`src/rtl/core/sample_capture_ring_snapshot_top_assert.svh`:
```
// ---------------------------------------------------------------------------
// Assertion macros for the capture buffer
// Shorthand for clocked assertions with reset disable.
// ---------------------------------------------------------------------------
`ifndef SAMPLE_CAPTURE_RING_SNAPSHOT_TOP_ASSERT_SVH
`define SAMPLE_CAPTURE_RING_SNAPSHOT_TOP_ASSERT_SVH

// Same-cycle implication, checked on every rising clock edge outside reset.
`define SCR_ASSERT_NOW(label, ante, cons) \
  label: assert property (@(posedge clk) disable iff (rst) (ante) |-> (cons)) \
    else $error("capture buffer assertion failed");

// Next-cycle implication, checked on every rising clock edge outside reset.
`define SCR_ASSERT_NEXT(label, ante, cons) \
  label: assert property (@(posedge clk) disable iff (rst) (ante) |=> (cons)) \
    else $error("capture buffer assertion failed");

`endif

```
`src/rtl/core/scr_pkg.sv`:
```
// ---------------------------------------------------------------------------
// scr_pkg
// Shared types and constants for the capture buffer.
// ---------------------------------------------------------------------------
package scr_pkg;

  localparam int unsigned WORD_W = 32;

  typedef enum logic [1:0] {
    ACT_PUSH  = 2'd0,
    ACT_SNAP  = 2'd1,
    ACT_CLEAR = 2'd2
  } action_t;

  // Control handed from the sequencer to the cell chain.
  typedef struct packed {
    logic shift;     // advance every cell by one place
    logic sel_push;  // feed the head from the input sample, else from the tail
  } chain_ctrl_t;

endpackage

```
`src/rtl/core/scr_cell.sv`:
```
// ---------------------------------------------------------------------------
// scr_cell
// One storage cell of the capture chain: holds a word, takes its neighbor's.
// ---------------------------------------------------------------------------
module scr_cell (
  input  logic                       clk,
  input  logic                       shift,
  input  logic [scr_pkg::WORD_W-1:0] d,
  output logic [scr_pkg::WORD_W-1:0] q
);
  import scr_pkg::*;

  logic [WORD_W-1:0] word;

  always_ff @(posedge clk) begin
    if (shift) begin
      word <= d;
    end
  end

  assign q = word;

endmodule

```
`src/rtl/core/scr_chain.sv`:
```
// ---------------------------------------------------------------------------
// scr_chain
// Row of cells, newest at the head, oldest at the tail, tail fed back on rotate.
// ---------------------------------------------------------------------------
module scr_chain #(
  parameter int unsigned DEPTH = 64
) (
  input  logic                       clk,
  input  scr_pkg::chain_ctrl_t       ctrl,
  input  logic [scr_pkg::WORD_W-1:0] sample,
  output logic [scr_pkg::WORD_W-1:0] tail
);
  import scr_pkg::*;

  logic [WORD_W-1:0] link [DEPTH];
  logic [WORD_W-1:0] head_d;

  // Push brings in a new sample; rotate recirculates the oldest word.
  assign head_d = ctrl.sel_push ? sample : link[DEPTH-1];

  for (genvar i = 0; i < DEPTH; i++) begin : g_cell
    if (i == 0) begin : g_head
      scr_cell u_cell (
        .clk   (clk),
        .shift (ctrl.shift),
        .d     (head_d),
        .q     (link[i])
      );
    end else begin : g_body
      scr_cell u_cell (
        .clk   (clk),
        .shift (ctrl.shift),
        .d     (link[i-1]),
        .q     (link[i])
      );
    end
  end

  assign tail = link[DEPTH-1];

endmodule

```
`src/rtl/core/sample_capture_ring_snapshot_top.sv`:
```
// ---------------------------------------------------------------------------
// sample_capture_ring_snapshot_top
// Circular capture buffer with full-window snapshot readout.
// ---------------------------------------------------------------------------
// Input channel (in_valid/in_ready) carries action and sample_word:
//   push stores sample_word as the newest sample, clear empties the window,
//   snapshot reads out the whole window; code 3 is dropped with no effect.
// Output channel (out_valid/out_ready) carries window_word and last_word.
// A snapshot yields exactly CAPACITY items: zero words for slots not filled
// since the last clear, then the stored samples oldest first; the final item
// has last_word set.
// Push and clear produce no item, so a stream of pushes is accepted one per
// cycle while no snapshot is being read out. A snapshot rotates the cell chain
// one place per item delivered: acceptance sets busy, then each item loads the
// output register, one item per cycle while the receiver does not stall.
// in_ready is low while a snapshot is being read out; the chain is restored
// to its original order when the last item leaves the chain.
// A receiver stall holds the output register and freezes the rotation.
// Reset empties the window and drops any snapshot in progress; the chain
// contents are not cleared, since unfilled slots always read as zero.
// ---------------------------------------------------------------------------
module sample_capture_ring_snapshot_top #(
  parameter int unsigned CAPACITY = 64
) (
  input  logic                       clk,
  input  logic                       rst,
  input  logic                       in_valid,
  output logic                       in_ready,
  input  logic [1:0]                 action,
  input  logic [scr_pkg::WORD_W-1:0] sample_word,
  output logic                       out_valid,
  input  logic                       out_ready,
  output logic [scr_pkg::WORD_W-1:0] window_word,
  output logic                       last_word
);
  import scr_pkg::*;

  localparam int unsigned CNT_W = $clog2(CAPACITY + 1);
  localparam logic [CNT_W-1:0] CAP_C  = CNT_W'(CAPACITY);
  localparam logic [CNT_W-1:0] LAST_C = CNT_W'(CAPACITY - 1);

  logic              busy;
  logic [CNT_W-1:0]  step;
  logic [CNT_W-1:0]  fill_count;
  logic [CNT_W-1:0]  zeros;
  logic              in_fire;
  logic              push_fire;
  logic              snap_fire;
  logic              clear_fire;
  logic              load;
  logic              last_step;
  action_t           act;
  chain_ctrl_t       ctrl;
  logic [WORD_W-1:0] tail;

  // Accept new items whenever no snapshot is being read out.
  assign in_ready = !busy;
  assign in_fire  = in_valid && in_ready;
  assign act      = action_t'(action);

  always_comb begin
    push_fire  = 1'b0;
    snap_fire  = 1'b0;
    clear_fire = 1'b0;
    unique case (act)
      ACT_PUSH:  push_fire  = in_fire;
      ACT_SNAP:  snap_fire  = in_fire;
      ACT_CLEAR: clear_fire = in_fire;
      default: ;
    endcase
  end

  // Advance the readout when the output register is free or being emptied.
  assign load      = busy && (!out_valid || out_ready);
  assign last_step = (step == LAST_C);
  assign zeros     = CAP_C - fill_count;

  assign ctrl.shift    = push_fire || load;
  assign ctrl.sel_push = push_fire;

  scr_chain #(
    .DEPTH (CAPACITY)
  ) u_chain (
    .clk    (clk),
    .ctrl   (ctrl),
    .sample (sample_word),
    .tail   (tail)
  );

  // Window fill level: saturate on push, drop to zero on clear.
  always_ff @(posedge clk) begin
    if (rst) begin
      fill_count <= '0;
    end else if (clear_fire) begin
      fill_count <= '0;
    end else if (push_fire && (fill_count != CAP_C)) begin
      fill_count <= fill_count + 1'b1;
    end
  end

  // Snapshot sequencer: one chain rotation per item handed to the output.
  always_ff @(posedge clk) begin
    if (rst) begin
      busy <= 1'b0;
      step <= '0;
    end else if (snap_fire) begin
      busy <= 1'b1;
      step <= '0;
    end else if (load) begin
      step <= step + 1'b1;
      if (last_step) begin
        busy <= 1'b0;
      end
    end
  end

  always_ff @(posedge clk) begin
    if (rst) begin
      out_valid <= 1'b0;
    end else if (load) begin
      out_valid <= 1'b1;
    end else if (out_ready) begin
      out_valid <= 1'b0;
    end
  end

  // Slots older than the current window read as zero.
  always_ff @(posedge clk) begin
    if (load) begin
      window_word <= (step < zeros) ? '0 : tail;
      last_word   <= last_step;
    end
  end

  `include "sample_capture_ring_snapshot_top_assert.svh"

  `SCR_ASSERT_NOW(a_fill_bound, 1'b1, fill_count <= CAP_C)
  `SCR_ASSERT_NOW(a_step_bound, busy, step < CAP_C)
  `SCR_ASSERT_NEXT(a_snap_starts, snap_fire, busy && (step == '0))
  `SCR_ASSERT_NEXT(a_last_ends, load && last_step, !busy && out_valid && last_word)

endmodule
```
`config.mk`:
```
export PLATFORM = sky130hd
export DESIGN_NAME = sample_capture_ring_snapshot_top
export DESIGN_NICKNAME = d
export VERILOG_FILES = /design/src/rtl/core/scr_pkg.sv /design/src/rtl/core/scr_cell.sv /design/src/rtl/core/scr_chain.sv /design/src/rtl/core/sample_capture_ring_snapshot_top.sv
export VERILOG_INCLUDE_DIRS = /design/src /design/src/rtl/core
export SDC_FILE = /design/constraint.sdc
export NUM_CORES = 1
export LEC_CHECK = 0
export ABC_AREA = 1
export BUFFER_PORTS_ARGS = -buffer_cell sky130_fd_sc_hd__buf_2
export CAP_MARGIN = 20
export CORE_MARGIN = 3
export CORE_UTILIZATION = 29
export CTS_CLUSTER_SIZE = 40
export DETAILED_ROUTE_END_ITERATION = 12
export HOLD_SLACK_MARGIN = 0.02
export PLACE_DENSITY = 0.43
export SETUP_SLACK_MARGIN = 0.5
export SLEW_MARGIN = 5
export SYNTH_ARGS = -nofsm -noshare
export SYNTH_HDL_FRONTEND = slang
export SYNTH_SLANG_ARGS = --single-unit
```
`constraint.sdc`:
```
create_clock -name clk -period 148.5 [get_ports clk]
set_input_delay 29.7 -clock clk [delete_from_list [all_inputs] [get_ports clk]]
set_output_delay 29.7 -clock clk [all_outputs]
set_load 0.02 [all_outputs]
```
Word-level counts from Yosys, hierarchy flattened
Index checks and enable logic that the tools add are counted.
- bits of input ports: 38
- output and inout bits: 35
- logic and storage cells: 101
- bits in registers: 2097
- eq/ne operators: 4
- $add $sub $neg: 3
- muxes and demuxes: 9
- reductions and logical operators: 14
- magnitude comparators: 1
- operators with widths (kind ; number):
    32-bit two-way mux ; 1
    7-bit by 1-bit adder with 7-bit output, second input constant ; 2
    1-bit two-way mux ; 8
    7-bit by 6-bit equality test with 1-bit output, second input constant ; 1
    7-bit < comparator ; 1
    7-bit inequality test, second input constant ; 1
    7-bit subtractor, first input constant ; 1
    2-bit nonzero test ; 3
    2-bit OR reduction ; 2
    1-bit logical AND ; 3
    2-bit by 1-bit equality test with 1-bit output, second input constant ; 1
    2-bit equality test, second input constant ; 1
    1-bit zero test ; 2
    2-bit zero test ; 1
    1-bit logical OR ; 2
    2-bit AND reduction ; 1

Logic depth before layout (Yosys ltp)
- depth after elaboration: 5
- gate-level depth with buffers: 13
- depth with buffers taken out: 12

Cells and area by module
A second synthesis with hierarchy kept.
- cells, all modules: 2382
- area, all modules: 64338.0 sq um
- by module, submodules not included (module ; times used ; seq. area each (sq um) ; area each (sq um) ; cells each):
    scr_cell ; 64 ; 960.9 ; 960.9 ; 32
    sample_capture_ring_snapshot_top ; 1 ; 1311.3 ; 2347.3 ; 230
    scr_chain ; 1 ; 0.0 ; 491.7 ; 104

Least setup slack after synthesis
OpenSTA, ideal clock, no wires.
- path type: input port to flip-flop
- start point: input out_ready
- end point: register u_chain.g_cell[0].g_head.u_cell.word[0] (enable)
- path slack: 71487 ps
- library setup time: 13962 ps
- data required time: 134538 ps
- path buffers: 0
- stages on the path: 4
- data arrival time: 63051 ps
- cells stage by stage: inv_1 nand2_1 nand2_1 nand2_1
- cells in the longest elaborated chain, start to end: 3
- ends and longest elaborated chain (element ; RTL line ; RTL):
    from (decl) ; sample_capture_ring_snapshot_top.sv:32 ; input logic out_ready,
    1-bit logical OR ; sample_capture_ring_snapshot_top.sv:74 ; assign load = busy && (!out_valid || out_ready);
    1-bit logical AND ; sample_capture_ring_snapshot_top.sv:74 ;
    1-bit logical OR ; sample_capture_ring_snapshot_top.sv:78 ; assign ctrl.shift = push_fire || load;
    named net u_chain.g_cell[0].g_head.u_cell.shift ; scr_cell.sv:7 ; input logic shift,
    to (signal assigned) ; scr_cell.sv:17 ; word <= d;
    to (decl) ; scr_cell.sv:13 ; logic [WORD_W-1:0] word;
The timed path passes the listed nets, and every way through them passes these cells.
A chain may end at the register's enable or synchronous reset.

Final worst setup path
- start point: input in_valid
- end point: register u_chain.g_cell[2].g_body.u_cell.word[25] (enable)
- cells in the longest elaborated chain, start to end: 3
- ends and longest elaborated chain (element ; RTL line ; RTL):
    from (decl) ; sample_capture_ring_snapshot_top.sv:27 ; input logic in_valid,
    1-bit logical AND ; sample_capture_ring_snapshot_top.sv:58 ; assign in_fire = in_valid && in_ready;
    1-bit two-way mux ; sample_capture_ring_snapshot_top.sv:65 ; unique case (act)
    1-bit logical OR ; sample_capture_ring_snapshot_top.sv:78 ;
    named net u_chain.g_cell[0].g_head.u_cell.shift ; scr_cell.sv:7 ;
    to (signal assigned) ; scr_cell.sv:17 ;
    to (decl) ; scr_cell.sv:13 ;
The timed path passes the listed nets, and every way through them passes these cells.

==> impl_metrics.csv <==
group,metric,value,unit
timing,tightest_slew,1070,ps
finish,instances_no_fill,5829,
placed_design,place_congestion,0.725,
route,vias,22408,
timing,finalSetupTns,0,ps
floorplanning,dieArea,227000,um^2
grt,grt.overflow.total,0,
logic_synthesis,ys.flop_type,"edfxtp_1",
power,ir_drop,0.0107,mV
setup_path,critPathMaxStageDelay,820,ps
placed_design,hpwl,38.8,mm
grt,grt_pass1_vias,22801,
clock_tree,cts_htree_levels,4,
logic_synthesis,avgSynthCellArea,26.8,um^2
placed_design,dpl_cell_area,68400,um^2
timing,finalHoldViolations,0,
clock_tree,clk_path_buf_depth,3,
route,vias_per_cell,3.84,
route,drt-pass1-iter-count,5,
timing,slew_headroom,0.288,
timing,hold-worst-slack,346,ps
clock_tree,path_clk_slew,60,ps
finish,syn2layout_area_growth,17.4,%
floorplanning,rows,172,
grt,grt_busiest_layer,"met1",
timing,report.final.slew_viol_count,0,
setup_path,cp.required,148980,ps
logic_synthesis,synth_edf_count,2081,
timing,period_share,0.236,
logic_synthesis,synth_area_leaders,"edfxtp_1, nand2_1, dfxtp_1",
setup_path,critPathSlowestCell,"buf_4",
run,maxCapViolCount,0,
setup_path,crit_path_max_fanout,77,
grt,grt_pass1_wl,134,mm
clock_tree,clk_latency,830,ps
clock_tree,cts-root-buf,"clkbuf_16",
finish,drive_gt1_frac,0.138,
floorplanning,die_h,477,um
grt,use_met3,0.0216,
route,wl,85.4,mm
timing,setup_viol,0,
finish,design_area,75300,um^2
placed_design,placed_cells,5440,
logic_synthesis,syn_inst,2395,
floorplanning,io_pins,73,
setup_path,ff2ff_path_depth,9,
worst_hold_path,whs_path_depth,0,
setup_path,rr_startpoint,"busy$_SDFFE_PP0P_",
setup_path,critPathKind,"in -> reg",
logic_synthesis,ys_ff_latch,2097,
setup_path,worstSetupEndpointType,"register",
logic_synthesis,synth_cell_types,23,
finish,fin_util,0.343,
floorplanning,fp.coreArea,220000,um^2
clock_tree,ctsHoldBuffers,0,
route,drc_errors,0,
setup_path,worstPathArrival,35490,ps
finish,layout.nets,2742,
grt,grt_max_degree,206,
timing,rsz0062_at_grt,"false",
grt,gr-usage-all-layers,0.0737,
worst_hold_path,hp-start,"u_chain.g_cell[18].g_body.u_cell.q[1]$_DFFE_PP_",
setup_path,r2r-end,"u_chain.g_cell[2].g_body.u_cell.q[25]$_DFFE_PP_",
logic_synthesis,synth_common_cells,"edfxtp_1, nand2_1, inv_1, a21oi_1, nor2_1",
outcome,outcome,"finished clean",
clock_tree,numCtsBuffers,209,
power,powerDensity,16.4,nW/um^2
logic_synthesis,yosysSeqAreaShare,0.978,
logic_synthesis,yosys.area.top_type,"edfxtp_1",
grt,globalRouteMet2Util,0.105,
logic_synthesis,netlist_area,64200,um^2
timing,finalClockSkew,86.2,ps
timing,clock.fmax,28.6,MHz
worst_hold_path,hold_class,"reg -> reg",
clock_tree,clock-sinks,2097,
grt,use_met1,0.105,
logic_synthesis,yosysWarnings,0,
power,power.leakage,24.0,nW
setup_path,crit_chain,"buf_2, inv_1, nor2_2, nand2_2, nand2_4, buf_4, buf_4, buf_4, buf_4, buf_4, buf_16",
placed_design,io_buffers,72,
setup_path,cp-start-kind,"primary input",
worst_hold_path,hold_end,"u_chain.g_cell[19].g_body.u_cell.q[1]$_DFFE_PP_",
clock_tree,cts_setup_buffers,0,
logic_synthesis,syn-num-nets,2442,
setup_path,crit_top_cell,"buf_4",
grt,antenna_found_initial,4,
clock_tree,cts_resized,0,
floorplanning,initial_core_util,0.292,
clock_tree,cts_tree,"yes",
logic_synthesis,synth_most_common_cell,"edfxtp_1",
route,drt_iter0_markers,2139,
setup_path,reg2reg_slack,142130,ps
route,avgRoutedWirePerCell,14.6,um
route,postRouteAntennaNets,0,
floorplanning,die_x,477,um
logic_synthesis,synthArstFlopShare,0,
logic_synthesis,synth_top_area_frac,0.973,
timing,fin_crit,35000,ps
cell families (layout without fill, tap and decap cells):
kind of cell | count (synthesis) | in the layout | share of synthesized area
AO/OA/AOI/OAI | 75 | 75 | 0.00616
XOR/XNOR | 3 | 3 | 0.000409
adder cells (fa/ha/maj) | 9 | 9 | 0.00175
buffers and inverters | 67 | 542 | 0.00433
flip-flops | 2097 | 2097 | 0.978
other | 0 | 1 | 0
AND/OR/NAND/NOR | 144 | 144 | 0.00906
critical path: cells and delay by family:
kind / cells / cell delay [ps]
buffers and inverters: 8 / 4240
and+or+nand+nor: 3 / 1200
placed cells by master (no fill, tap or decap), types with 2 or more instances in the layout:
cell and n:
a21boi_0 5, a21oi_1 37, buf_12 2, buf_16 2
buf_2 72, buf_4 25, bufinv_16 19, clkbuf_1 40
clkbuf_16 209, clkinv_1 58, clkinv_16 11, clkinv_2 29
clkinv_4 3, clkinvlp_4 8, dfxtp_1 16, edfxtp_1 2081
ha_1 9, inv_1 54, inv_16 3, inv_6 4
nand2_1 88, nand2_2 2, nand3_1 16, nor2_1 33
o21ai_0 30, xor2_1 3
flip-flops by register name, summed over array words and instances (netlist names):
register                        cells
out_valid                           1
window_word                        32
u_chain.g_cell.g_body.u_cell.q   2016
busy                                1
last_word                           1
u_chain.g_cell.g_head.u_cell.q     32
fill_count                          7
step                                7
routing by layer:
metal / vias to the layer above / routed length [um]
met4: 2 / 2630
li1: 10141 / -
met5: - / 13
met3: 203 / 4120
met2: 403 / 37400
met1: 11659 / 41200
where the power goes:
part	leakage [nW]	switching, W	internal [W]	total [W]
clock	3.30	0.000219	0.000294	0.000513
sequential	19.5	0.00000963	0.000692	0.000702
combinational	1.15	0.0000189	0.00000228	0.0000212
total	24.0	0.000248	0.000989	0.00124
stage by stage:
step | setup slack (ps) | power, W
after floorplan | 71490 | 0.000821
after global placement | 112530 | 0.000735
after detailed placement | 112230 | 0.000736
after CTS | 113230 | 0.00126
after global routing | 113000 | 0.00129
final | 113500 | 0.00124
cell type report:
| type | count | area (um^2) |
|---|---|---|
| Multi-Input combinational cell | 231 | 1130 |
| Inverter | 55 | 206 |
| Clock inverter | 137 | 1470 |
| Sequential cell | 2097 | 62800 |
| Antenna cell | 1 | 2.50 |
| Fill cell | 20143 | 145000 |
| Timing Repair Buffer | 101 | 643 |
| Clock buffer | 249 | 5380 |
| Tap cell | 2958 | 3700 |
worst max path at each step:
stage,startpoint,end,slack (ps),depth (start not counted)
floorplan,out_ready,u_chain.g_cell[0].g_head.u_cell.q[0]$_DFFE_PP_,71490,4
global placement,in_valid,u_chain.g_cell[0].g_head.u_cell.q[16]$_DFFE_PP_,112530,10
detailed placement,in_valid,u_chain.g_cell[0].g_head.u_cell.q[16]$_DFFE_PP_,112230,10
CTS,in_valid,u_chain.g_cell[12].g_body.u_cell.q[17]$_DFFE_PP_,113230,10
global route,in_valid,u_chain.g_cell[2].g_body.u_cell.q[23]$_DFFE_PP_,113000,11
finish,in_valid,u_chain.g_cell[2].g_body.u_cell.q[25]$_DFFE_PP_,113500,11
No activity file was read; power rests on OpenSTA's default activity.
